[src/rtl/ptmap_pkg.sv]
`timescale 1ns / 1ps
// ----------------------------------------------------------------------------
// ptmap_pkg
// Shared types and constants of the four-level page table mapper.
// ----------------------------------------------------------------------------
package ptmap_pkg;

    // Default number of 4 KB table pages in the local memory
    localparam int MEM_PAGES_DEF = 64;

    // Table geometry
    localparam int IDX_W          = 9;
    localparam int WORDS_PER_PAGE = 512;
    localparam int PAGE_SHIFT     = 12;
    localparam int ENTRY_W        = 64;
    localparam int LEVEL_W        = 2;

    // Request and result field widths
    localparam int VA_W        = 48;
    localparam int PA_W        = 52;
    localparam int FLAGS_W     = 12;
    localparam int STATUS_W    = 2;
    localparam int MADE_W      = 2;
    localparam int LEAF_ADDR_W = 24;

    localparam int S_DATA_W = 112;
    localparam int M_DATA_W = 96;
    localparam int M_USED_W = STATUS_W + MADE_W + LEAF_ADDR_W + ENTRY_W;

    // Fixed pages
    localparam int ROOT_PAGE       = 1;
    localparam int FIRST_FREE_PAGE = 2;

    // Entry bits
    localparam logic [ENTRY_W-1:0] BIT_PRESENT = 64'h1;
    localparam logic [ENTRY_W-1:0] BIT_WRITE   = 64'h2;
    localparam logic [ENTRY_W-1:0] BIT_USER    = 64'h4;
    localparam logic [ENTRY_W-1:0] TABLE_BITS  = BIT_PRESENT | BIT_WRITE | BIT_USER;

    // Walk depth: index of the last upper level (PD)
    localparam logic [LEVEL_W-1:0] LAST_UPPER_LEVEL = 2'd2;

    typedef enum logic [STATUS_W-1:0] {
        ST_OK   = 2'd0,
        ST_VMIS = 2'd1,
        ST_FMIS = 2'd2,
        ST_OOM  = 2'd3
    } status_t;

    typedef enum logic [2:0] {
        MEM_IDLE,
        MEM_READ_ENTRY,
        MEM_WRITE_ZERO,
        MEM_WRITE_ENTRY,
        MEM_WRITE_LEAF
    } mem_op_t;

    typedef enum logic [3:0] {
        S_CLEAR,
        S_IDLE,
        S_CHECK,
        S_READ,
        S_EVAL,
        S_ZERO,
        S_LINK,
        S_LEAF,
        S_FINISH
    } state_t;

    // Controller to datapath
    typedef struct packed {
        logic    capture;
        mem_op_t mem_op;
        logic    zero_root;
        logic    follow;
        logic    next_level;
        logic    set_status;
        status_t res_status;
        logic    load_out;
    } ptmap_cmd_t;

    // Datapath to controller
    typedef struct packed {
        logic vmis;
        logic fmis;
        logic present;
        logic page_oob;
        logic alloc_full;
        logic zero_last;
        logic last_level;
        logic out_full;
    } ptmap_stat_t;

endpackage

[src/rtl/ptmap_ctrl.sv]
`timescale 1ns / 1ps
// ----------------------------------------------------------------------------
// ptmap_ctrl
// Walk sequencer: root clearing pass, level walk, table allocation, leaf write.
// ----------------------------------------------------------------------------
module ptmap_ctrl
(
    input  logic                  clk,
    input  logic                  rst_n,
    input  logic                  req_valid,
    output logic                  req_ready,
    input  ptmap_pkg::ptmap_stat_t stat,
    output ptmap_pkg::ptmap_cmd_t  cmd
);

    ptmap_pkg::state_t state_reg;
    ptmap_pkg::state_t state_next;

    always_ff @(posedge clk or negedge rst_n)
    begin
        if (!rst_n)
        begin
            state_reg <= ptmap_pkg::S_CLEAR;
        end
        else
        begin
            state_reg <= state_next;
        end
    end

    always_comb
    begin
        state_next = state_reg;
        unique case (state_reg)
            ptmap_pkg::S_CLEAR:
            begin
                if (stat.zero_last)
                begin
                    state_next = ptmap_pkg::S_IDLE;
                end
            end
            ptmap_pkg::S_IDLE:
            begin
                if (req_valid)
                begin
                    state_next = ptmap_pkg::S_CHECK;
                end
            end
            ptmap_pkg::S_CHECK:
            begin
                if (stat.vmis || stat.fmis)
                begin
                    state_next = ptmap_pkg::S_FINISH;
                end
                else
                begin
                    state_next = ptmap_pkg::S_READ;
                end
            end
            ptmap_pkg::S_READ:
            begin
                if (stat.page_oob)
                begin
                    state_next = ptmap_pkg::S_FINISH;
                end
                else
                begin
                    state_next = ptmap_pkg::S_EVAL;
                end
            end
            ptmap_pkg::S_EVAL:
            begin
                priority if (stat.present)
                begin
                    state_next = stat.last_level ? ptmap_pkg::S_LEAF : ptmap_pkg::S_READ;
                end
                else if (stat.alloc_full)
                begin
                    state_next = ptmap_pkg::S_FINISH;
                end
                else
                begin
                    state_next = ptmap_pkg::S_ZERO;
                end
            end
            ptmap_pkg::S_ZERO:
            begin
                if (stat.zero_last)
                begin
                    state_next = ptmap_pkg::S_LINK;
                end
            end
            ptmap_pkg::S_LINK:
            begin
                state_next = stat.last_level ? ptmap_pkg::S_LEAF : ptmap_pkg::S_READ;
            end
            ptmap_pkg::S_LEAF:
            begin
                state_next = ptmap_pkg::S_FINISH;
            end
            ptmap_pkg::S_FINISH:
            begin
                if (!stat.out_full)
                begin
                    state_next = ptmap_pkg::S_IDLE;
                end
            end
            default:
            begin
                state_next = ptmap_pkg::S_IDLE;
            end
        endcase
    end

    always_comb
    begin
        cmd            = '0;
        cmd.mem_op     = ptmap_pkg::MEM_IDLE;
        cmd.res_status = ptmap_pkg::ST_OK;
        req_ready      = 1'b0;
        unique case (state_reg)
            ptmap_pkg::S_CLEAR:
            begin
                cmd.mem_op    = ptmap_pkg::MEM_WRITE_ZERO;
                cmd.zero_root = 1'b1;
            end
            ptmap_pkg::S_IDLE:
            begin
                req_ready   = 1'b1;
                cmd.capture = req_valid;
            end
            ptmap_pkg::S_CHECK:
            begin
                priority if (stat.vmis)
                begin
                    cmd.set_status = 1'b1;
                    cmd.res_status = ptmap_pkg::ST_VMIS;
                end
                else if (stat.fmis)
                begin
                    cmd.set_status = 1'b1;
                    cmd.res_status = ptmap_pkg::ST_FMIS;
                end
                else
                begin
                    cmd.set_status = 1'b0;
                end
            end
            ptmap_pkg::S_READ:
            begin
                if (stat.page_oob)
                begin
                    cmd.set_status = 1'b1;
                    cmd.res_status = ptmap_pkg::ST_OOM;
                end
                else
                begin
                    cmd.mem_op = ptmap_pkg::MEM_READ_ENTRY;
                end
            end
            ptmap_pkg::S_EVAL:
            begin
                priority if (stat.present)
                begin
                    cmd.follow     = 1'b1;
                    cmd.next_level = !stat.last_level;
                end
                else if (stat.alloc_full)
                begin
                    cmd.set_status = 1'b1;
                    cmd.res_status = ptmap_pkg::ST_OOM;
                end
                else
                begin
                    cmd.follow = 1'b0;
                end
            end
            ptmap_pkg::S_ZERO:
            begin
                cmd.mem_op = ptmap_pkg::MEM_WRITE_ZERO;
            end
            ptmap_pkg::S_LINK:
            begin
                cmd.mem_op     = ptmap_pkg::MEM_WRITE_ENTRY;
                cmd.next_level = !stat.last_level;
            end
            ptmap_pkg::S_LEAF:
            begin
                if (stat.page_oob)
                begin
                    cmd.set_status = 1'b1;
                    cmd.res_status = ptmap_pkg::ST_OOM;
                end
                else
                begin
                    cmd.mem_op = ptmap_pkg::MEM_WRITE_LEAF;
                end
            end
            ptmap_pkg::S_FINISH:
            begin
                cmd.load_out = !stat.out_full;
            end
            default:
            begin
                cmd.load_out = 1'b0;
            end
        endcase
    end

endmodule

[config.mk]
export PLATFORM = sky130hd
export DESIGN_NAME = ptmap_ctrl
export DESIGN_NICKNAME = d
export VERILOG_FILES = /design/src/rtl/ptmap_pkg.sv /design/src/rtl/ptmap_ctrl.sv
export SDC_FILE = /design/constraint.sdc
export NUM_CORES = 1
export LEC_CHECK = 0
export BUFFER_PORTS_ARGS = -buffer_cell sky130_fd_sc_hd__buf_2
export CAP_MARGIN = 20
export CORE_MARGIN = 10
export CORE_UTILIZATION = 30
export DETAILED_ROUTE_END_ITERATION = 8
export PLACE_DENSITY = 0.63
export SLEW_MARGIN = 20
export SYNTH_ARGS = -nofsm -noshare
export SYNTH_HDL_FRONTEND = slang
export SYNTH_SLANG_ARGS = --single-unit
[constraint.sdc]
create_clock -name clk -period 2.1 [get_ports clk]
set_input_delay 0.105 -clock clk [delete_from_list [all_inputs] [get_ports clk]]
set_output_delay 0.105 -clock clk [all_outputs]
set_load 0.05 [all_outputs]
==> results.txt <==
Die Wd: 61.2 um
Int Pwr: 0.471 mW
DRT antenna net count: 0
Die ar.: 0.00374 mm^2
Root Buffer: clkbuf_4
Tmin final: 2.01 ns
Sequential Power Share: 16.7%
Yosys reg bits: 4
Kind of critical path: register to primary output
Post-CTS Setup Repair Bufs: 0
Slew @ Worst Pin: 0.406 ns
Port Buf Inserts: 22
Initial core utilization: 32.6%
CP arrival: 1.91 ns
Ports: 23
Core Box Area: 0.00156 mm^2
Max-Slew Margin vs Limit: 73.0%
Worst-skew pair later-pin latency: 0.24 ns
WP buf/inv: 1
# fillers: 168
Clock skew: 0.00166 ns
Status: completed
CP max-delay cell: dfrtp_1
Clock power frac: 8.6%
CP max FO: 10
Maximum VDD drop: 721 uV
Sw power: 0.676 mW
Vert. Die Dim: 61.2 um
Clk slew on worst S/H paths: 0.04 ns
Hold Path Class: input pin to async pin
Primary FF master, synth: dfrtp_1
EDFF count, synth: 0
CTS sink cnt: 4
Diode count: 0
Avg Inst Size Synth: 7.82 um^2
Worst Setup SP: state_reg[1]$_DFFE_PN0P_
Synth warn: 0
Post-synthesis cell type count: 30
Final nets: 100
CTS Buffer Depth: 2
Startpoint Class: register
Gr ovfl total: 0
Post-Syn Area: 508 um^2
DRT iter0 DRCs: 15
# setup viols final: 0
Fmax: 498 MHz
Max-slew violations: 0
Routability cong.: 0.740
Slowest cell delay on critical path: 0.58 ns
Multiplexer area fraction after synthesis: 2.22%
Synth top cells by count: a21oi_1 (7), nor2_1 (6), clkbuf_1 (4), dfrtp_1 (4), nand2_1 (4)
Synth Area in XOR/XNOR: 0%
Combinational power share: 74.7%
Area Growth Syn to Fin: 34.7%
H-tree depth: 1
Initial antenna violation count: 0
Site Rows: 14
DR vias/cell: 5.60
Reg-to-Reg Start: state_reg[0]$_DFFE_PN0P_
Leakage power of the design: 0.303 nW
Crit end category: primary output
Hold Vio Cnt, Final: 0
Syn_nets: 76
Most frequent cell after synthesis: a21oi_1
Post-Synth Simple-Gate Area: 43.1%
Worst path cell trace: nand2b_1, or4_1, o21ai_0, buf_2
Unrepaired setup endpoints after global routing: no
Switching part of the total power: 58.9%
Via Count: 577
Largest net degree at the start of global routing: 18
Ys async rst share: 100%
Final WL: 1460 um
Family with the most delay on the worst path: simple AND/OR/NAND/NOR gates
CTS buffer count: 3
Placed Cells: 99
Seq/Total Area, Yosys: 19.7%
First-pass GRT wire length: 2360 um
Hold Slack: 0.194 ns
Largest register FFs: 4
Vias in the first global route: 567
WL/cell: 14.1 um
PD cells: 1680 mW/mm^2
Max-cap violations: 0
Largest family of logic cells by synthesized area: simple AND/OR/NAND/NOR gates
TritonRoute pass-1 iters: 3
DR DRC count: 0
Post-synthesis cell type with the largest combined area: dfrtp_1
Overall Global Routing Usage: 8.09%
Cells after Synth: 65
Synth top area share: 19.7%
Adder-Cell Fraction of Synth Area: 0%
Final period util: 95.7%
Detailed Place HPWL: 1150 um
CP required: 2.00 ns
Layout cells sized above 1: 42.5%
Complex-gate fraction of the synthesized area: 25.6%
Synth top area cells: dfrtp_1 (20%), a21oi_1 (6.9%), nor2b_4 (5.4%), nor4b_1 (5.2%), buf_6 (4.4%)
Finished Layout Cells: 103
CTS tree: yes
## per-stage QoR
stage / utilization [%] / setup TNS, ns / total power, mW / cell area [um^2] / worst slack, ns
4_1_cts: 43.5 / 0 / 1.15 / 678 / 0.0312
3_5_place_dp: 41.4 / 0 / 1.05 / 646 / 0.297
2_1_floorplan: - / -0.704 / 0.900 / 533 / -0.304
3_3_place_gp: 41.4 / 0 / 1.04 / 646 / 0.375
5_1_grt: 43.9 / 0 / 1.24 / 684 / 0.00243
6_report: 43.9 / 0 / 1.15 / 684 / 0.0900
## cell usage in the layout, fill, tap and decap left out
master,Yosys,layout
dfrtp_1,4,4
nor3_1,1,1
o32a_1,1,1
a21oi_1,7,7
mux2_1,1,1
nor4b_2,0,3
nor3b_1,1,1
o21ai_0,2,2
nand3b_1,2,2
dlygate4sd3_1,0,1
nand3_1,1,1
clkbuf_4,0,3
or3_1,3,3
buf_4,0,4
buf_2,2,22
nor4bb_2,0,1
nor2b_1,2,2
a31oi_1,1,1
nor4_2,0,1
nor2_1,6,6
o31ai_1,2,2
a32oi_1,2,2
nand2b_1,3,3
or4_1,1,1
a21o_1,1,1
and2_1,1,1
o211ai_1,1,1
nor4_1,2,1
nand2_1,4,4
nor2b_4,2,2
o31ai_4,1,1
nand4b_1,1,1
## power groups by stage
stage | registers, mW | logic (mW) | clock network [mW]
after floorplan | 0.127 | 0.773 | 0
after global placement | 0.186 | 0.852 | 0
after detailed placement | 0.189 | 0.861 | 0
after CTS | 0.188 | 0.862 | 0.103
after global routing | 0.198 | 0.934 | 0.108
final | 0.191 | 0.857 | 0.0986
## area by class of cell
type / count / area [um^2] / share of cell area, %
clock buffer: 3 / 22.5 / 3.29
multi-input combinational: 53 / 392 / 57.2
sequential: 4 / 100 / 14.6
tap: 16 / 20.0 / 2.93
timing repair buffer: 27 / 150 / 21.9
## routing by layer
metal / global-route usage, % / wire (um) / vias to the layer above
li1: - / - / 289
met1: 9.67 / 672 / 267
met2: 12.4 / 663 / 17
met3: 1.85 / 83 / 4
met4: 5.86 / 36 / 0
met5: 0 / 0 / -
## kinds of logic after synthesis
group                  after synthesis
AND/OR/NAND/NOR                     34
flip-flops                           4
multiplexers                         1
AO/OA/AOI/OAI                       18
buffers and inverters                8
## repair_timing
item	in CTS	in global routing
endpoints found under the setup margin	0	3
hold buffers	1	0
endpoints found under the hold margin	4	0
gates resized for setup	0	1
## worst paths after layout
kind	cells past startpoint	to	slack (ns)
max in group asynchronous	2	state_reg[1]$_DFFE_PN0P_	1.79
hold / removal	2	state_reg[2]$_DFFE_PN0P_	0.19
setup / recovery	4	cmd[3]	0.09
hold reg to reg	2	state_reg[3]$_DFFE_PN0P_	0.61
setup reg to reg	5	state_reg[0]$_DFFE_PN0P_	0.38
min in group clk	4	state_reg[2]$_DFFE_PN0P_	0.23
No activity file was read; power rests on OpenSTA's default activity.
